**config.mk**
```make
export PLATFORM = sky130hd
export DESIGN_NAME = led_strip_frame_controller_top
export DESIGN_NICKNAME = d
export VERILOG_FILES = /design/src/rtl/lsfc_pkg.sv /design/src/rtl/lsfc_pixel_store.sv /design/src/rtl/led_strip_frame_controller_top.sv
export SDC_FILE = /design/constraint.sdc
export NUM_CORES = 1
export LEC_CHECK = 0
export BUFFER_PORTS_ARGS = -buffer_cell sky130_fd_sc_hd__buf_4
export CORE_AREA = 2 2 261 263
export DETAILED_ROUTE_END_ITERATION = 6
export DIE_AREA = 0 0 263 265
export GPL_TIMING_DRIVEN = 1
export PLACE_DENSITY_LB_ADDON = 0.08
export RECOVER_POWER = 25
export SLEW_MARGIN = 20
export SYNTH_ARGS = -nofsm -noshare
export SYNTH_HDL_FRONTEND = slang
export SYNTH_SLANG_ARGS = --single-unit
```
**constraint.sdc**
```tcl
create_clock -name clk -period 4.15 [get_ports clk]
set_input_delay 0.415 -clock clk [delete_from_list [all_inputs] [get_ports clk]]
set_output_delay 0.415 -clock clk [all_outputs]
set_load 0.02 [all_outputs]
```
**src/rtl/lsfc_pkg.sv**
```systemverilog
// Package for the LED strip frame controller.
// Holds field widths, register map, reset values, state codes and the byte ordering function.
// No dependencies.
`default_nettype none

package lsfc_pkg;

  localparam int unsigned IDX_W     = 4;
  localparam int unsigned MASK_W    = 16;
  localparam int unsigned PIXEL_W   = 24;
  localparam int unsigned S_DATA_W  = 48;
  localparam int unsigned M_DATA_W  = 32;
  localparam int unsigned ADDR_W    = 5;
  localparam int unsigned REG_IDX_W = 3;

  localparam logic [REG_IDX_W-1:0] REG_COLOUR_ORDER = 3'd0;
  localparam logic [REG_IDX_W-1:0] REG_FLASH_COUNT  = 3'd1;
  localparam logic [REG_IDX_W-1:0] REG_WAIT_TICKS   = 3'd2;
  localparam logic [REG_IDX_W-1:0] REG_BOOT_RED     = 3'd3;
  localparam logic [REG_IDX_W-1:0] REG_BOOT_GREEN   = 3'd4;
  localparam logic [REG_IDX_W-1:0] REG_BOOT_BLUE    = 3'd5;

  localparam logic [1:0]  RST_COLOUR_ORDER = 2'd2;
  localparam logic [7:0]  RST_FLASH_COUNT  = 8'd3;
  localparam logic [15:0] RST_WAIT_TICKS   = 16'd150;
  localparam logic [7:0]  RST_BOOT_RED     = 8'd0;
  localparam logic [7:0]  RST_BOOT_GREEN   = 8'd0;
  localparam logic [7:0]  RST_BOOT_BLUE    = 8'd128;

  localparam logic [1:0] ORDER_GBR = 2'd0;
  localparam logic [1:0] ORDER_RGB = 2'd1;

  localparam logic ACT_TICK = 1'b0;
  localparam logic ACT_MSG  = 1'b1;

  localparam logic KIND_PIXEL  = 1'b0;
  localparam logic KIND_REJECT = 1'b1;

  typedef enum logic [3:0] {
    BM_ON   = 4'b0001,
    BM_OFF  = 4'b0010,
    BM_WAIT = 4'b0100,
    BM_IDLE = 4'b1000
  } boot_mode_t;

  typedef enum logic [3:0] {
    ST_IDLE   = 4'b0001,
    ST_WRITE  = 4'b0010,
    ST_EMIT   = 4'b0100,
    ST_REJECT = 4'b1000
  } seq_state_t;

  // Returns the wire bytes of a pixel with the first byte in the low bits.
  function automatic logic [PIXEL_W-1:0] order_bytes(input logic [1:0] order,
                                                    input logic [7:0] r,
                                                    input logic [7:0] g,
                                                    input logic [7:0] b);
    logic [PIXEL_W-1:0] res;
    if (order == ORDER_GBR) begin
      res = {r, b, g};
    end else if (order == ORDER_RGB) begin
      res = {b, g, r};
    end else begin
      res = {b, r, g};
    end
    return res;
  endfunction

endpackage

`default_nettype wire

```
**src/rtl/lsfc_pixel_store.sv**
```systemverilog
// Pixel store of the LED strip frame controller: one write port, one registered read port.
// A read of the address written at the same edge returns the new data. Depends on lsfc_pkg.
`default_nettype none

module lsfc_pixel_store import lsfc_pkg::*; #(
  parameter int unsigned NUM_PIXELS = 16
) (
  input  wire logic               clk,
  input  wire logic               rst,
  input  wire logic               we,
  input  wire logic [IDX_W-1:0]   waddr,
  input  wire logic [PIXEL_W-1:0] wdata,
  input  wire logic [IDX_W-1:0]   raddr,
  output logic      [PIXEL_W-1:0] rdata
);

  localparam int unsigned AW = (NUM_PIXELS > 1) ? $clog2(NUM_PIXELS) : 1;

  logic [PIXEL_W-1:0] pix [NUM_PIXELS];

  always_ff @(posedge clk) begin
    if (rst) begin
      for (int i = 0; i < NUM_PIXELS; i++) begin
        pix[i] <= '0;
      end
    end else if (we) begin
      pix[waddr[AW-1:0]] <= wdata;
    end
  end

  always_ff @(posedge clk) begin
    if (we && (waddr == raddr)) begin
      rdata <= wdata;
    end else begin
      rdata <= pix[raddr[AW-1:0]];
    end
  end

endmodule

`default_nettype wire

```
**src/rtl/led_strip_frame_controller_top.sv**
```systemverilog
// LED strip frame controller: boot flash sequencer, pixel writer and frame emitter.
// An input transaction that emits a frame keeps the input busy through the accept, the write
// walk over every pixel and the emit of one pixel per cycle while the output accepts it. A
// message with more pending takes the accept and write walk, a rejected message the accept
// and reject beat, a tick without a frame the accept only; output stalls lengthen these.
// Synchronous reset loads the register reset values, restarts the boot sequence at flash on
// and clears the pixel store. Depends on lsfc_pkg and lsfc_pixel_store.
`default_nettype none

module led_strip_frame_controller_top import lsfc_pkg::*; #(
  parameter int unsigned NUM_PIXELS = 16
) (
  input  wire logic                clk,
  input  wire logic                rst,
  input  wire logic                psel,
  input  wire logic                penable,
  input  wire logic                pwrite,
  input  wire logic [ADDR_W-1:0]   paddr,
  input  wire logic [31:0]         pwdata,
  output logic      [31:0]         prdata,
  output logic                     pready,
  input  wire logic                s_axis_tvalid,
  output logic                     s_axis_tready,
  // led_mask[15:0], red[23:16], green[31:24], blue[39:32], more_pending[40], zero[47:41]
  input  wire logic [S_DATA_W-1:0] s_axis_tdata,
  // action[0]
  input  wire logic                s_axis_tuser,
  output logic                     m_axis_tvalid,
  input  wire logic                m_axis_tready,
  // pixel_index[3:0], first_byte[11:4], second_byte[19:12], third_byte[27:20], zero[31:28]
  output logic      [M_DATA_W-1:0] m_axis_tdata,
  // kind[0]
  output logic                     m_axis_tuser,
  output logic                     m_axis_tlast
);

  localparam logic [IDX_W-1:0] LAST_IDX = IDX_W'(NUM_PIXELS - 1);

  logic [1:0]  colour_order;
  logic [7:0]  flash_count;
  logic [15:0] wait_ticks;
  logic [7:0]  boot_red;
  logic [7:0]  boot_green;
  logic [7:0]  boot_blue;

  boot_mode_t mode;
  boot_mode_t next_mode;
  logic [7:0]  flashes_left;
  logic [15:0] elapsed;

  seq_state_t         state;
  logic [IDX_W-1:0]   idx;
  logic [MASK_W-1:0]  wr_mask;
  logic [PIXEL_W-1:0] wr_colour;
  logic               emit_after;

  logic [IDX_W-1:0]   out_index;
  logic [PIXEL_W-1:0] out_bytes;
  logic               out_kind;
  logic               out_last;

  logic [PIXEL_W-1:0] rd_pixel;
  logic [IDX_W-1:0]   rd_addr;
  logic               store_we;
  logic               out_free;
  logic               cfg_we;
  logic [REG_IDX_W-1:0] cfg_idx;
  logic [7:0]         flashes_dec;

  logic [MASK_W-1:0]  in_mask;
  logic [7:0]         in_red;
  logic [7:0]         in_green;
  logic [7:0]         in_blue;
  logic               in_more;

  assign in_mask  = s_axis_tdata[15:0];
  assign in_red   = s_axis_tdata[23:16];
  assign in_green = s_axis_tdata[31:24];
  assign in_blue  = s_axis_tdata[39:32];
  assign in_more  = s_axis_tdata[40];

  assign pready  = 1'b1;
  assign cfg_idx = paddr[ADDR_W-1:2];
  assign cfg_we  = psel && penable && pwrite;

  always_comb begin
    prdata = '0;
    unique case (cfg_idx)
      REG_COLOUR_ORDER: prdata = {30'd0, colour_order};
      REG_FLASH_COUNT:  prdata = {24'd0, flash_count};
      REG_WAIT_TICKS:   prdata = {16'd0, wait_ticks};
      REG_BOOT_RED:     prdata = {24'd0, boot_red};
      REG_BOOT_GREEN:   prdata = {24'd0, boot_green};
      REG_BOOT_BLUE:    prdata = {24'd0, boot_blue};
      default:          prdata = '0;
    endcase
  end

  // The read address runs one pixel ahead of the emitter so that the registered
  // store output holds the pixel at idx whenever the emitter is in ST_EMIT.
  always_comb begin
    rd_addr = '0;
    if (state == ST_EMIT) begin
      if (out_free && (idx != LAST_IDX)) begin
        rd_addr = idx + 1'b1;
      end else begin
        rd_addr = idx;
      end
    end
  end

  assign s_axis_tready = (state == ST_IDLE);
  assign out_free      = !m_axis_tvalid || m_axis_tready;
  assign store_we      = (state == ST_WRITE) && wr_mask[idx];
  assign flashes_dec   = (flashes_left != 8'd0) ? flashes_left - 8'd1 : 8'd0;

  assign m_axis_tdata = {4'd0, out_bytes, out_index};
  assign m_axis_tuser = out_kind;
  assign m_axis_tlast = out_last;

  lsfc_pixel_store #(
    .NUM_PIXELS(NUM_PIXELS)
  ) u_store (
    .clk  (clk),
    .rst  (rst),
    .we   (store_we),
    .waddr(idx),
    .wdata(wr_colour),
    .raddr(rd_addr),
    .rdata(rd_pixel)
  );

  always_ff @(posedge clk) begin
    if (rst) begin
      colour_order  <= RST_COLOUR_ORDER;
      flash_count   <= RST_FLASH_COUNT;
      wait_ticks    <= RST_WAIT_TICKS;
      boot_red      <= RST_BOOT_RED;
      boot_green    <= RST_BOOT_GREEN;
      boot_blue     <= RST_BOOT_BLUE;
      mode          <= BM_ON;
      next_mode     <= BM_OFF;
      flashes_left  <= RST_FLASH_COUNT;
      elapsed       <= '0;
      state         <= ST_IDLE;
      idx           <= '0;
      m_axis_tvalid <= 1'b0;
    end else begin
      if (m_axis_tvalid && m_axis_tready) begin
        m_axis_tvalid <= 1'b0;
      end

      unique case (state)
        ST_IDLE: begin
          if (s_axis_tvalid) begin
            idx <= '0;
            if (s_axis_tuser == ACT_MSG) begin
              if (mode != BM_IDLE) begin
                state <= ST_REJECT;
              end else begin
                wr_mask    <= in_mask;
                wr_colour  <= order_bytes(colour_order, in_red, in_green, in_blue);
                emit_after <= !in_more;
                state      <= ST_WRITE;
              end
            end else begin
              unique case (mode)
                BM_ON: begin
                  wr_mask    <= '1;
                  wr_colour  <= order_bytes(colour_order, boot_red, boot_green, boot_blue);
                  emit_after <= 1'b1;
                  state      <= ST_WRITE;
                  next_mode  <= BM_OFF;
                  mode       <= BM_WAIT;
                  elapsed    <= '0;
                end
                BM_OFF: begin
                  wr_mask      <= '1;
                  wr_colour    <= '0;
                  emit_after   <= 1'b1;
                  state        <= ST_WRITE;
                  flashes_left <= flashes_dec;
                  next_mode    <= (flashes_dec == 8'd0) ? BM_IDLE : BM_ON;
                  mode         <= BM_WAIT;
                  elapsed      <= '0;
                end
                BM_WAIT: begin
                  if (elapsed >= wait_ticks) begin
                    mode <= next_mode;
                  end else begin
                    elapsed <= elapsed + 16'd1;
                  end
                end
                BM_IDLE: begin
                end
              endcase
            end
          end
        end
        ST_WRITE: begin
          if (idx == LAST_IDX) begin
            idx   <= '0;
            state <= emit_after ? ST_EMIT : ST_IDLE;
          end else begin
            idx <= idx + 1'b1;
          end
        end
        ST_EMIT: begin
          if (out_free) begin
            m_axis_tvalid <= 1'b1;
            out_kind      <= KIND_PIXEL;
            out_index     <= idx;
            out_bytes     <= rd_pixel;
            out_last      <= (idx == LAST_IDX);
            if (idx == LAST_IDX) begin
              idx   <= '0;
              state <= ST_IDLE;
            end else begin
              idx <= idx + 1'b1;
            end
          end
        end
        ST_REJECT: begin
          if (out_free) begin
            m_axis_tvalid <= 1'b1;
            out_kind      <= KIND_REJECT;
            out_index     <= '0;
            out_bytes     <= '0;
            out_last      <= 1'b1;
            state         <= ST_IDLE;
          end
        end
      endcase

      if (cfg_we) begin
        unique case (cfg_idx)
          REG_COLOUR_ORDER: colour_order <= pwdata[1:0];
          REG_FLASH_COUNT: begin
            flash_count <= pwdata[7:0];
            if (mode != BM_IDLE) begin
              flashes_left <= pwdata[7:0];
            end
          end
          REG_WAIT_TICKS:   wait_ticks <= pwdata[15:0];
          REG_BOOT_RED:     boot_red   <= pwdata[7:0];
          REG_BOOT_GREEN:   boot_green <= pwdata[7:0];
          REG_BOOT_BLUE:    boot_blue  <= pwdata[7:0];
          default: begin
          end
        endcase
      end
    end
  end

endmodule

`default_nettype wire
```
==> results of run 1 <==
[cells in the final DEF, fill, tap and decap left out, types with 36 or more instances in the layout]
| master | count |
|---|---|
| sky130_fd_sc_hd__edfxtp_1 | 455 |
| sky130_fd_sc_hd__nor2_1 | 124 |
| sky130_fd_sc_hd__a31oi_1 | 51 |
| sky130_fd_sc_hd__and2_1 | 361 |
| sky130_fd_sc_hd__clkbuf_1 | 74 |
| sky130_fd_sc_hd__nand2b_1 | 36 |
| sky130_fd_sc_hd__nand2_1 | 377 |
| sky130_fd_sc_hd__nand3_1 | 107 |
| sky130_fd_sc_hd__dfxtp_1 | 114 |
| sky130_fd_sc_hd__mux2i_1 | 119 |
| sky130_fd_sc_hd__buf_4 | 107 |
| sky130_fd_sc_hd__clkbuf_16 | 63 |
| sky130_fd_sc_hd__a21oi_1 | 67 |
[cell usage after synthesis (24+ instances only)]
| master | n |
|---|---|
| sky130_fd_sc_hd__a21oi_1 | 67 |
| sky130_fd_sc_hd__a32oi_1 | 24 |
| sky130_fd_sc_hd__a31oi_1 | 51 |
| sky130_fd_sc_hd__nand2_1 | 377 |
| sky130_fd_sc_hd__nor2b_1 | 32 |
| sky130_fd_sc_hd__nor3_1 | 26 |
| sky130_fd_sc_hd__nor2_1 | 126 |
| sky130_fd_sc_hd__buf_2 | 24 |
| sky130_fd_sc_hd__mux2i_1 | 119 |
| sky130_fd_sc_hd__o22ai_1 | 31 |
| sky130_fd_sc_hd__nand2b_1 | 36 |
| sky130_fd_sc_hd__dfxtp_1 | 114 |
| sky130_fd_sc_hd__clkbuf_1 | 139 |
| sky130_fd_sc_hd__edfxtp_1 | 455 |
| sky130_fd_sc_hd__inv_1 | 31 |
| sky130_fd_sc_hd__nand3_1 | 107 |
| sky130_fd_sc_hd__and2_1 | 386 |
[power breakdown]
group	leakage [nW]	switching [mW]	total, mW	internal (mW)
clock	0.945	2.27	5.37	3.11
sequential	5.54	0.0873	6.41	6.33
combinational	4.51	0.394	0.574	0.180
total	11.0	2.75	12.4	9.62
[sequential cells by signal, indices dropped and copies added (netlist names)]
name           flops
m_axis_tlast       1
m_axis_tuser       1
u_store.rdata     24
boot_blue          8
m_axis_tvalid      1
colour_order       2
boot_green         8
next_mode          3
wr_mask           16
mode               4
flash_count        8
wr_colour         24
out_bytes         24
out_index          4
elapsed           16
emit_after         1
u_store.pix      384
flashes_left       8
boot_red           8
idx                4
state              4
wait_ticks        16
[stage by stage]
stage	cell area, um2	power, mW	setup WS [ns]
floorplan	26700	6.87	0.436
global placement	28300	7.12	0.744
detailed placement	28300	7.13	0.737
CTS	30300	12.5	0.691
global route	30000	12.8	0.291
finish	30000	12.4	0.535
[critical path, stage by stage]
cell and delay (ns):
sky130_fd_sc_hd__clkbuf_1 1.39, sky130_fd_sc_hd__inv_1 0.34, sky130_fd_sc_hd__nor2_1 0.51, sky130_fd_sc_hd__a22oi_1 0.16, sky130_fd_sc_hd__o22ai_1 0.20, sky130_fd_sc_hd__buf_4 0.17
[metal layers]
layer / GRT usage (%) / part of all wire, %
met2: 36.4 / 50
met3: 2.98 / 3.9
met4: 5.10 / 2.1
met1: 27.1 / 44
met5: 0 / 0
[worst paths after layout]
path	startpoint	end	slack, ns	depth (start not counted)
worst min register to register	wait_ticks[13]$_SDFFE_PP0P_	wait_ticks[13]$_SDFFE_PP0P_	0.45	2
worst max-delay path	paddr[2]	prdata[5]	0.54	6
worst max register to register	state[2]$_SDFFE_PP0P_	u_store.pix[10][7]$_SDFFCE_PN0P_	0.56	6
worst min-delay path	pwdata[10]	wait_ticks[10]$_SDFFE_PP0P_	0.04	3
[cells by family after synthesis]
| group | Yosys count | synth area share, % |
|---|---|---|
| flops | 569 | 59.9 |
| compound gates | 300 | 8.03 |
| buf+inv | 229 | 3.65 |
| xor+xnor | 15 | 0.494 |
| other cells | 2 | 0.0282 |
| mux | 124 | 4.86 |
| fa+ha+maj | 22 | 1.03 |
| simple gates | 1152 | 22.0 |
[cell type report]
type / count / area share (%)
Clock buffer: 92 / 5.76
Clock inverter: 23 / 0.704
Inverter: 32 / 0.400
Multi-Input combinational cell: 1634 / 32.7
Sequential cell: 569 / 53.1
Tap cell: 873 / 3.64
Timing Repair Buffer: 166 / 3.75
==> results summary, run 1 <==
The tightest min-delay check is of the in2reg type. Across the VDD grid, the largest voltage drop is 303 uV. Based on the critical path, the design can be clocked at up to 0.277 GHz.

Across all layers, the routed design uses 17,900 vias. The number of synthesized register bits came out at 569. The TritonCTS clock tree is yes. The largest net degree at the start of global routing came out at 95. The total grt overflow is 0.

Ranked by total cell area, the synthesized netlist is headed by sky130_fd_sc_hd__edfxtp_1, sky130_fd_sc_hd__and2_1, sky130_fd_sc_hd__dfxtp_1, sky130_fd_sc_hd__nand2_1, sky130_fd_sc_hd__mux2i_1. The worst-case clock skew came out at 0.0197 ns. Hold timing on the final database bottoms out at a slack of 0.0433 ns. The count of input and output buffers is 115.

The overall routing resource usage is 20.8%. At the later pin of the worst-skew pair, clock insertion delay measures 0.63 ns. Setup violations remaining at the end of the flow were counted as 0. The final core utilization came out at 45.0%.

STA classifies the critical path endpoint as a primary output. The count of clock tree sinks is 569. Gates resized during post-CTS repair numbered 0. The period utilization is 87.1%. The total number of placement rows came out at 95. For this design the top-level I/O count stands at 162.

The number of hold-slack violations in the final timing report came out at 0. The data required time at the worst endpoint is 3.73 ns. The flow ran to the end, but the final reports show violations. The highest fanout seen on the critical path came out at 37.

The remaining number of nets flagged by the antenna check after routing came out at 0. The synthesized design contains 455 enable-type register cells. The count of pins over their slew limit came out at 100.

The pre-antenna-repair detailed-routing pass consisted of 5 iterations. The number of fill cells came out at 6,334. The core area came out at 0.0668 mm2. Cells with a size suffix above 1 make up 9.46% of the layout. After synthesis, the mean cell area works out to 11.0 um2. The total of warnings raised by yosys came out at 0. The remaining design rule violation count is 0. The first global-routing pass estimated 111,000 um of wire. The die extent in x is 263 um. The number of antenna violations at the first check in global routing is 0. In the final layout, flip-flops and latches occupy 0.0159 mm2.

The worst slew margin relative to its limit came out at -32.1%. After synthesis, the largest area contributor takes up 51.3% of total cell area. The number of library cell types mapped by synthesis came out at 64. For this block, the routed nets add up to 72,900 um of wire.

Detailed placement finished with a half-perimeter wire length of 45,400 um. The layout-stage area growth over the synthesis result came out at 12.8%. The total CTS buffers came out at 61.

Once the clock tree was built, the setup fixing pass inserted 0 buffers. The largest buffer count on any clock path came out at 3. The minimum clock period came out at 3.61 ns.

The share of the Yosys chip area taken by registers is 59.9%. The final standard cell count with taps included and fillers excluded came out at 3,389. The number of diodes is 0. In the synthesized netlist the dominant register cell turns out to be sky130_fd_sc_hd__edfxtp_1. In this run, the number of DRC markers left after iteration 0 of detailed routing was 1,283.

The tree is rooted in a sky130_fd_sc_hd__clkbuf_16. The async set-or-reset flop fraction in the synthesized netlist came out at 0%. The initial core utilization came out at 39.8%. The floorplan step set the die height to 265 um. The via count of the first global-routing pass was 17,800. Dividing total power by cell area gives a power density of 412 mW/mm2. The area used by multi-input combinational logic is 0.00981 mm2. The leakage power total came out at 11.0 nW. The floorplan die area is 0.0697 mm2. In the routed layout, each cell is associated on average with a via count of 5.28.

The routed wire length per instance came out at 21.5 um. The final reports fail on max-capacitance violations, max-slew violations. The summed negative setup slack over all endpoints came out at 0 ns. The biggest area contributor in the post-synthesis netlist is sky130_fd_sc_hd__edfxtp_1. For this run, the post-layout net count is 2,579. The depth of the CTS H-tree is 2. Setup repair after global routing left no endpoint under its margin. The count of max-cap constraint violations is 5. The netlist area before placement came out at 0.0266 mm2. The data arrival at the endpoint of the critical path is 3.20 ns. STA classifies the critical path startpoint as a primary input. The hold buffer count at cts came out at 0.

By startpoint and endpoint, the worst setup path is classified as in2out. The clock slew seen by the registers of the worst setup and hold paths is 0.06 ns. The final weighted congestion in routability-driven placement is 0.843. The number of placed instances, taps included, is 3,274.

The slew of the pin with the lowest slew margin came out at 1.98 ns. The synthesized netlist cell count is 2,413.
(Power assumes the default switching activity.)
==> inputs of run 2 (changes only) <==
--- a/config.mk
+++ b/config.mk
@@ -6,13 +6,13 @@
 export NUM_CORES = 1
 export LEC_CHECK = 0
 export BUFFER_PORTS_ARGS = -buffer_cell sky130_fd_sc_hd__buf_4
-export CORE_AREA = 2 2 261 263
+export CORE_AREA = 2 2 262 264
 export DETAILED_ROUTE_END_ITERATION = 6
-export DIE_AREA = 0 0 263 265
-export GPL_TIMING_DRIVEN = 1
+export DIE_AREA = 0 0 264 266
 export PLACE_DENSITY_LB_ADDON = 0.08
 export RECOVER_POWER = 25
 export SLEW_MARGIN = 20
 export SYNTH_ARGS = -nofsm -noshare
 export SYNTH_HDL_FRONTEND = slang
+export SYNTH_HIERARCHICAL = 1
 export SYNTH_SLANG_ARGS = --single-unit
==> run 2 against run 1 <==
Compared with the run above: the flow still finishes with violations (max-capacitance violations, max-slew violations); power grew 3.4%; critical path type is now reg2reg; combinational power grew 3.8%; critical path depth grew 4; cell count shrank 9.9%; highest routed layer unchanged; via count shrank 10%; synthesized area grew 0.43%; utilization is essentially flat; synthesized cell count shrank 16%; setup slack lost 0.13 ns.
==> results summary, run 2 <==
The die span in y came to 266 um (+0.38%). sky130_fd_sc_hd__edfxtp_1 is the most common cell in the netlist. Yosys attributes the largest share of cell area to sky130_fd_sc_hd__edfxtp_1, sky130_fd_sc_hd__and2_1, sky130_fd_sc_hd__mux4_2, sky130_fd_sc_hd__dfxtp_1, sky130_fd_sc_hd__mux2i_1. The worst-case clock skew came out at 0.0313 ns (+0.0116 ns). The switching power as a share of total power is 22.0% (-0.22 points).

The count of clock tree sinks was 569 (unchanged). The die extent in x was 264 um (+0.38%). The internal power came to 9.97 mW (+3.7%). The worst reg-to-reg setup slack is 0.41 ns (-0.15 ns).

The register area share after synthesis was 59.7% (-0.26 points). The half-perimeter wire length after placement is 43,400 um (-4.4%). The synthesized design spends more area on one cell type than any other, namely sky130_fd_sc_hd__edfxtp_1. The largest net degree at the start of global routing is 65 (-32%).

The met1 track demand over resource in global routing is 27.4% (+0.38 points). The floorplan die area came out at 0.0702 mm2 (+0.76%). The remaining design rule violation count is 0 (unchanged). The upper clock frequency limit came out at 0.267 GHz (-3.5%).

The layout-stage area growth over the synthesis result came out at 13.8%. The netlist area before placement is 0.0267 mm2 (+0.43%). The initial core utilization is 39.5% (-0.39 points). The worst vdd rail ir drop came to 217 uV (-28%). The total number of placement rows came out at 96 (+1.1%). The synthesized netlist cell count is 2,031 (-16%). The share of power burned in combinational logic came out at 4.7% (about the same). The count of max-cap constraint violations came out at 1 (-4). The type of destination of the critical path is a register. The library cell used most frequently in the layout, excluding fill and tap cells, is sky130_fd_sc_hd__edfxtp_1. The largest buffer count on any clock path is 3 (unchanged). The total design power is 12.8 mW (+3.4%).

The worst setup path is launched from a register. The most used flip-flop cell after synthesis is sky130_fd_sc_hd__edfxtp_1. The top-level I/O count is 162 (unchanged).

The count of pins over their slew limit came out at 49 (-51%). The total CTS buffers is 67 (+9.8%). The worst slew margin relative to its limit came to -47.6% (-15 points).

The minimum clock period came out at 3.74 ns (+0.129 ns). The fraction of synthesized cell area taken by the top area cell type was 51.1% (-0.22 points). The number of DRC markers after the initial detailed-route iteration is 1,166 (-9.1%). The overall routing resource usage is 20.8% (about the same). The switching power total was 2.81 mW (+2.4%). The data arrival at the endpoint of the critical path came to 4.21 ns (+1.01 ns). The summed negative setup slack over all endpoints is 0 ns (unchanged). Ranked by instance count, the synthesized netlist is headed by sky130_fd_sc_hd__edfxtp_1, sky130_fd_sc_hd__and2_1, sky130_fd_sc_hd__mux2i_1.

The placement-stage worst setup slack came to 0.374 ns (-0.363 ns). The number of fill cells came out at 6,214 (-1.9%). The cell area reported after detailed placement is 0.0285 mm2 (+0.61%). The first-pass iteration count of the detailed router is 5 (unchanged).

The number of vias in the routed layout is 16,100 (-10%). The clock power share came out at 45.0% (+1.5 points). The final reports fail on max-capacitance violations, max-slew violations.

The number of hold-slack violations in the final timing report was 0 (unchanged). The number of vias per cell after detailed routing came out at 5.28 (-0.16%). The type of the worst setup path is reg2reg. Setup repair after global routing left no endpoint under its margin. The number of antenna violations at the first check in global routing came out at 2 (+2). The number of synthesized flops with an enable pin is 455 (unchanged).

The post-route standard cell area excluding fillers came to 0.0304 mm2 (+1.3%). The met2 usage came to 36.1% (-0.26 points). The leakage power total is 10.6 nW (-3.2%). The clock latency on the worst-skew pair came out at 0.61 ns (-0.02 ns). The clock slew seen by the registers of the worst setup and hold paths came out at 0.05 ns (about the same). The post-CTS setup buffer count was 0 (unchanged).

The flow ran to the end, but the final reports show violations. The remaining number of nets flagged by the antenna check after routing came out at 0 (unchanged). u_store/pix holds more flip-flops than any other register.

The highest fanout seen on the critical path is 14 (-62%). TritonCTS built the clock tree. Leaving out fill and tap cells, the most frequent cells in the layout are sky130_fd_sc_hd__edfxtp_1, sky130_fd_sc_hd__and2_1, sky130_fd_sc_hd__mux2i_1. The hold buffer count at cts came to 0 (unchanged). The type of the worst min-delay path is in2reg.

The number of synthesized register bits is 569 (unchanged). The total routed wirelength came out at 72,500 um (-0.45%). The count of input and output buffers is 115 (unchanged).

The relative contribution of sequential cells to total power is 50.4% (-1.5 points). The total of warnings raised by yosys is 6 (+6). The root buffer selected by CTS is sky130_fd_sc_hd__clkbuf_16. The met3 track demand over resource came out at 2.46% (-0.52 points). The final core utilization is 44.9% (-0.046 points). The period utilization came out at 90.2% (+3.1 points). The post-route worst setup slack is 0.406 ns (-0.129 ns). The core area is 0.0677 mm2 (+1.4%). The final weighted congestion in routability-driven placement is 0.779 (-7.6%). The flip-flop count of the largest register, all copies and words added came out at 384 (unchanged).

The power density over the cells came to 420 mW/mm2 (+2.1%). The routed wire length per instance is 23.8 um (+10%). The final layout net count came out at 2,230 (-14%). The mean instance size in the synthesized netlist is 13.2 um2 (+19%). The depth of the CTS H-tree is 3 (+1).

The post-CTS resize count is 0 (unchanged). The number of library cell types mapped by synthesis came out at 59 (-7.8%). The fraction of final layout cells with drive strength greater than 1 came to 17.0% (+7.6 points). The via count of the first global-routing pass came out at 16,400 (-7.6%). After global routing, the most crowded layer is met2.

The slew of the pin with the lowest slew margin came out at 2.21 ns (+0.232 ns). The total grt overflow came out at 0 (unchanged). The async set-or-reset flop fraction in the synthesized netlist is 0% (unchanged). The data required time at the worst endpoint is 4.62 ns (+0.89 ns). The total setup violations reported at the end of the flow is 0 (unchanged).

The global-route wire length before repair came out at 107,000 um (-3.0%).
run 2: cell count changes after synthesis, sizes merged, moves of 23 or more:
cell / previous run / this run
mux4: 4 / 102
mux2: 1 / 33
clkbuf: 139 / 106
nor2: 126 / 83
mux2i: 119 / 147
o22ai: 31 / 8
o21ai: 23 / 55
nand2: 377 / 129
a31oi: 51 / 1
a32oi: 24 / 1
nand3: 108 / 24
and2: 387 / 414
run 2: layout make-up:
type / instances / area [um2] / area share [%]
Antenna cell: 1 / 2.50 / 0.00823
Clock buffer: 100 / 1960 / 6.45
Clock inverter: 22 / 199 / 0.654
Inverter: 25 / 93.8 / 0.308
Multi-Input combinational cell: 1293 / 10000 / 33.0
Sequential cell: 569 / 15900 / 52.4
Tap cell: 882 / 1100 / 3.63
Timing Repair Buffer: 162 / 1080 / 3.55
run 2: metrics by stage:
step / std cells / hold WS, ns
2_1_floorplan: 2050 / 0.432
3_3_place_gp: 2931 / 0.443
3_5_place_dp: 2931 / 0.454
4_1_cts: 3053 / 0.0353
5_1_grt: 3053 / 0.0626
6_report: 3054 / 0.0692
run 2: final timing paths:
| path | endpoint | start | depth (start not counted) |
|---|---|---|---|
| min reg2reg | wait_ticks[6]$_SDFFE_PP0P_ | wait_ticks[6]$_SDFFE_PP0P_ | 2 |
| max | u_store/rdata[3]$_DFF_P_ | idx[0]$_SDFFE_PP0P_ | 10 |
| min | wait_ticks[10]$_SDFFE_PP0P_ | pwdata[10] | 3 |
| max reg2reg | u_store/rdata[3]$_DFF_P_ | idx[0]$_SDFFE_PP0P_ | 10 |
run 2: worst max-delay path, cell delays in order (launching register included):
cell                      delay, ns
sky130_fd_sc_hd__dfxtp_1       0.76
sky130_fd_sc_hd__ha_1          0.34
sky130_fd_sc_hd__nand3_1       0.19
sky130_fd_sc_hd__nand2_1       0.17
sky130_fd_sc_hd__xor2_1        0.11
sky130_fd_sc_hd__nor2_4        0.41
sky130_fd_sc_hd__buf_4         0.31
sky130_fd_sc_hd__mux4_2        0.53
sky130_fd_sc_hd__mux2i_1       0.39
sky130_fd_sc_hd__mux2i_1       0.13
sky130_fd_sc_hd__mux2_2        0.28
run 2: logic make-up (layout without fill, tap and decap cells):
| kind of cell | after synthesis | in the layout | share of synthesized area, % |
|---|---|---|---|
| other cells | 2 | 22 | 0.0281 |
| buf+inv | 188 | 309 | 3.20 |
| xor+xnor | 9 | 9 | 0.295 |
| flops | 569 | 569 | 59.7 |
| compound gates | 164 | 164 | 3.55 |
| fa+ha+maj | 19 | 19 | 0.889 |
| mux | 282 | 282 | 15.5 |
| simple gates | 798 | 798 | 16.9 |
run 2: routing by layer:
layer | wire length, um | part of all wire (%) | up-vias
li1 | - | - | 7496
met1 | 31800 | 44 | 8167
met2 | 36500 | 50 | 373
met3 | 3030 | 4.2 | 77
met4 | 1150 | 1.6 | 0
met5 | 0 | 0 | -
run 2: power groups by stage:
stage | clock network (mW) | logic, mW | registers (mW)
2_1_floorplan | 0 | 0.385 | 6.52
3_3_place_gp | 0 | 0.616 | 6.55
3_5_place_dp | 0 | 0.622 | 6.56
4_1_cts | 5.91 | 0.623 | 6.44
5_1_grt | 6.14 | 0.645 | 6.46
6_report | 5.75 | 0.596 | 6.44
==> inputs of run 3 (changes only) <==
--- a/config.mk
+++ b/config.mk
@@ -5,10 +5,11 @@
 export SDC_FILE = /design/constraint.sdc
 export NUM_CORES = 1
 export LEC_CHECK = 0
+export ABC_AREA = 1
 export BUFFER_PORTS_ARGS = -buffer_cell sky130_fd_sc_hd__buf_4
-export CORE_AREA = 2 2 262 264
+export CORE_AREA = 2 2 286 288
 export DETAILED_ROUTE_END_ITERATION = 6
-export DIE_AREA = 0 0 264 266
+export DIE_AREA = 0 0 288 290
 export PLACE_DENSITY_LB_ADDON = 0.08
 export RECOVER_POWER = 25
 export SLEW_MARGIN = 20
==> run 3 against run 2 <==
Compared with the run above: the flow still finishes with violations (max-capacitance violations, max-slew violations); non-clock buffer count increased by 10; sequential share of layout area decreased by 2.0 points; wire length increased by 20%; utilization decreased by 5.5 points; register-to-register slack improved by 0.09 ns; largest power group unchanged; setup slack improved by 0.031 ns; first-iteration DRC count increased by 31%; largest cell class unchanged.
==> results summary, run 3 <==
The clock slew seen by the registers of the worst setup and hold paths is 0.06 ns (about the same). The minimum clock period is 3.71 ns (-0.0308 ns). The clock power share was 40.6% (-4.4 points). The routed wire length per instance came to 19.8 um (-17%). The top cell types in the final layout, fill and taps aside, are sky130_fd_sc_hd__nand2_1, sky130_fd_sc_hd__nor2_1, sky130_fd_sc_hd__inv_1.

The register area share after synthesis was 57.2% (-2.5 points). The flip-flop count of the largest register, all copies and words added was 384 (unchanged). The count of max-cap constraint violations came to 3 (+2). The final layout net count is 3,420 (+53%). CTS placed an instance of sky130_fd_sc_hd__clkbuf_16 at the clock tree root. The cell type of the slowest stage on the worst timing path is sky130_fd_sc_hd__clkbuf_1. The total grt overflow was 0 (unchanged). The upper clock frequency limit came out at 0.269 GHz (+0.83%).

The fraction of synthesized cell area taken by the top area cell type came out at 49.0% (-2.1 points). The run finished, with violations left. The signal on the critical path passes through clkbuf_1 > inv_1 > clkbuf_1 > nand2_1 > nor3b_2 > buf_2. The worst reg-to-reg path cell count came out at 7 (-3). The power density over the cells came out at 464 mW/mm2 (+10%).

The path class of the tightest hold or removal check is in2reg. In the post-synthesis netlist, the biggest area contributors are sky130_fd_sc_hd__edfxtp_1, sky130_fd_sc_hd__nand2_1, sky130_fd_sc_hd__dfxtp_1, sky130_fd_sc_hd__nor2_1, sky130_fd_sc_hd__inv_1. The first-pass iteration count of the detailed router came out at 5 (unchanged). The half-perimeter wire length after placement is 53,600 um (+24%).

The summed negative setup slack over all endpoints came to 0 ns (unchanged). The switching power as a share of total power is 27.6% (+5.6 points). The number of antenna violations at the first check in global routing is 0 (-2).

The cell depth of the worst hold path is 3 (unchanged). The total design power is 14.7 mW (+15%). The post-route worst setup slack came to 0.437 ns (+0.0308 ns).

The number of synthesized flops with an enable pin came out at 455 (unchanged). The cell area reported after detailed placement was 0.0297 mm2 (+4.1%). The total routed wirelength is 87,300 um (+20%). The total CTS buffers came out at 69 (+3.0%). The overall routing resource usage came out at 20.8% (+0.057 points). The most numerous cell type found on the critical path is sky130_fd_sc_hd__clkbuf_1. Yosys instantiated no cell more often than sky130_fd_sc_hd__nand2_1. The count of clock tree sinks came to 569 (unchanged). The longest individual stage delay on the worst path is 1.70 ns (+0.94 ns). The die span in y is 290 um (+9.0%). The number of library cell types mapped by synthesis came to 47 (-20%).

The worst-case clock skew came out at 0.0230 ns (-0.00821 ns). The depth of the CTS H-tree is 3 (unchanged). The library cell used most frequently in the layout, excluding fill and tap cells, is sky130_fd_sc_hd__nand2_1. The post-CTS resize count is 0 (unchanged).

The hold buffer count at cts came out at 0 (unchanged). The post-CTS setup buffer count came out at 0 (unchanged). The remaining number of nets flagged by the antenna check after routing was 0 (unchanged). The placement-stage worst setup slack came out at 0.574 ns (+0.200 ns). The netlist area before placement came out at 0.0279 mm2 (+4.4%). The count of pins over their slew limit came to 87 (+78%). The remaining design rule violation count is 0 (unchanged). The largest buffer count on any clock path is 3 (unchanged).

The count of input and output buffers is 115 (unchanged). The mean instance size in the synthesized netlist came out at 8.60 um2 (-35%). The number of hold-slack violations in the final timing report is 0 (unchanged). The number of DRC markers after the initial detailed-route iteration came to 1,522 (+31%). The relative contribution of sequential cells to total power came out at 45.5% (-4.9 points). The async set-or-reset flop fraction in the synthesized netlist is 0% (unchanged).

STA classifies the critical path startpoint as a primary input. The total of warnings raised by yosys came out at 6 (unchanged). The period utilization came out at 89.5% (-0.74 points). The data arrival at the endpoint of the critical path came out at 3.94 ns (-0.27 ns). The initial core utilization is 34.8% (-4.7 points). The data required time at the worst endpoint came out at 4.38 ns (-0.24 ns). The largest net degree at the start of global routing is 98 (+51%). The worst slew margin relative to its limit came out at -59.2% (-12 points). The highest fanout seen on the critical path came out at 53 (+39). The final core utilization was 39.4% (-5.5 points). The final reports fail on max-capacitance violations, max-slew violations. The global-route wire length before repair came out at 131,000 um (+23%).

The worst hold path begins at pwdata[1]. The core area is 0.0802 mm2 (+18%). The via count of the first global-routing pass is 21,100 (+28%). The post-route standard cell area excluding fillers was 0.0316 mm2 (+3.9%). The worst vdd rail ir drop was 227 uV (+4.9%).

The total setup violations reported at the end of the flow is 0 (unchanged). The path with the worst hold slack has its endpoint at wait_ticks[1]$_SDFFE_PP1P_. The number of vias in the routed layout was 21,600 (+34%).

The synthesized netlist cell count is 3,243 (+60%). The register with the most flip-flops in the final layout is u_store/pix. The fraction of final layout cells with drive strength greater than 1 is 8.69% (-8.4 points).

The clock latency on the worst-skew pair is 0.60 ns (about the same). The number of synthesized register bits came out at 569 (unchanged). The die extent in x is 288 um (+9.1%). The terminus of the critical flop-to-flop path is out_bytes[11]$_SDFFCE_PP0P_.

The top-level I/O count is 162 (unchanged). The switching power total is 4.05 mW (+44%). The number of diodes is 0 (-1). Setup repair after global routing left no endpoint under its margin.

From synthesis to final layout, the design area changed by 13.3%. For this run, the leading register cell type out of synthesis is sky130_fd_sc_hd__edfxtp_1. The final weighted congestion in routability-driven placement was 0.870 (+12%).

STA classifies the critical path endpoint as a register. The biggest area consumer among synthesized cells is sky130_fd_sc_hd__edfxtp_1. The internal power is 10.6 mW (+6.4%). The leakage power total is 13.6 nW (+28%).

The total number of placement rows is 104 (+8.3%). The commonest cells after synthesis are sky130_fd_sc_hd__nand2_1, sky130_fd_sc_hd__nor2_1, sky130_fd_sc_hd__inv_1. The floorplan die area came out at 0.0835 mm2 (+19%).

The share of power burned in combinational logic came to 13.9% (+9.2 points). The worst register-to-register path begins at state[1]$_SDFFE_PP0P_. The slew of the pin with the lowest slew margin is 2.39 ns (+0.175 ns). The worst reg-to-reg setup slack is 0.50 ns (+0.09 ns). TritonCTS built the clock tree. The number of vias per cell after detailed routing is 4.89 (-7.4%). The worst setup path is of the in2reg kind.
==> run 3: changes by cell type after synthesis, moves of 147 or more <==
| cell | delta |
|---|---|
| sky130_fd_sc_hd__nand2_1 | +609 |
| sky130_fd_sc_hd__nor2_1 | +470 |
| sky130_fd_sc_hd__inv_1 | +443 |
| sky130_fd_sc_hd__and2_1 | -414 |
| sky130_fd_sc_hd__nand3_1 | +287 |
| sky130_fd_sc_hd__mux2i_1 | -147 |
==> run 3: power by group through the flow <==
stage	sequential (mW)	clock (mW)	combinational, mW
final	6.67	5.95	2.03
after global routing	6.71	6.30	2.29
after detailed placement	6.80	0	2.13
after floorplan	6.79	0	1.34
after global placement	6.79	0	2.12
after CTS	6.68	6.10	2.14
==> run 3: logic make-up (layout without fill, tap and decap cells) <==
kind of cell / count (synthesis) / in the layout / share of synthesized area (%)
AND/OR/NAND/NOR: 1693 / 1693 / 25.6
buffers and inverters: 682 / 782 / 10.7
flip-flops: 569 / 569 / 57.2
XOR/XNOR: 3 / 3 / 0.0942
other: 2 / 21 / 0.0269
adder cells (fa/ha/maj): 19 / 19 / 0.852
AO/OA/AOI/OAI: 275 / 275 / 5.56
==> run 3: critical path, delay by kind of cell <==
family        cells  cell delay (ns)
simple gates      2             0.53
buf+inv           4             2.93
==> run 3: worst max-delay path by stage <==
stage          slack [ns]  cells past startpoint                  start                    endpoint
2_1_floorplan        0.81                      4  state[3]$_SDFFE_PP0P_  m_axis_tlast$_SDFFCE_PP1P_
3_3_place_gp         0.66                     13    idx[0]$_SDFFE_PP0P_   u_store/rdata[12]$_DFF_P_
3_5_place_dp         0.57                     12    idx[0]$_SDFFE_PP0P_   u_store/rdata[19]$_DFF_P_
4_1_cts              0.54                     12    idx[0]$_SDFFE_PP0P_   u_store/rdata[19]$_DFF_P_
5_1_grt              0.16                      6                    rst     wr_colour[13]$_DFFE_PP_
6_report             0.44                      6                    rst      wr_colour[5]$_DFFE_PP_
==> run 3: layer usage <==
layer	routed length, um	up-vias	GRT usage, %
li1	-	10500	-
met1	38800	10400	28.1
met2	41800	578	34.3
met3	4010	155	2.68
met4	2800	0	7.10
met5	0	-	0
==> run 3: cell type report <==
class / instances / area (um2)
Clock inverter: 29 / 283
Tap cell: 1060 / 1330
Multi-Input combinational cell: 2011 / 9030
Clock buffer: 96 / 1920
Timing Repair Buffer: 172 / 1280
Fill cell: 8160 / 48500
Inverter: 485 / 1830
Sequential cell: 569 / 15900
==> run 3: metrics by stage <==
step                hold slack, ns  cells
detailed placement           0.459   4297
floorplan                    0.426   3262
finish                      0.0706   4422
global route                0.0488   4422
CTS                         0.0371   4422
global placement             0.459   4297
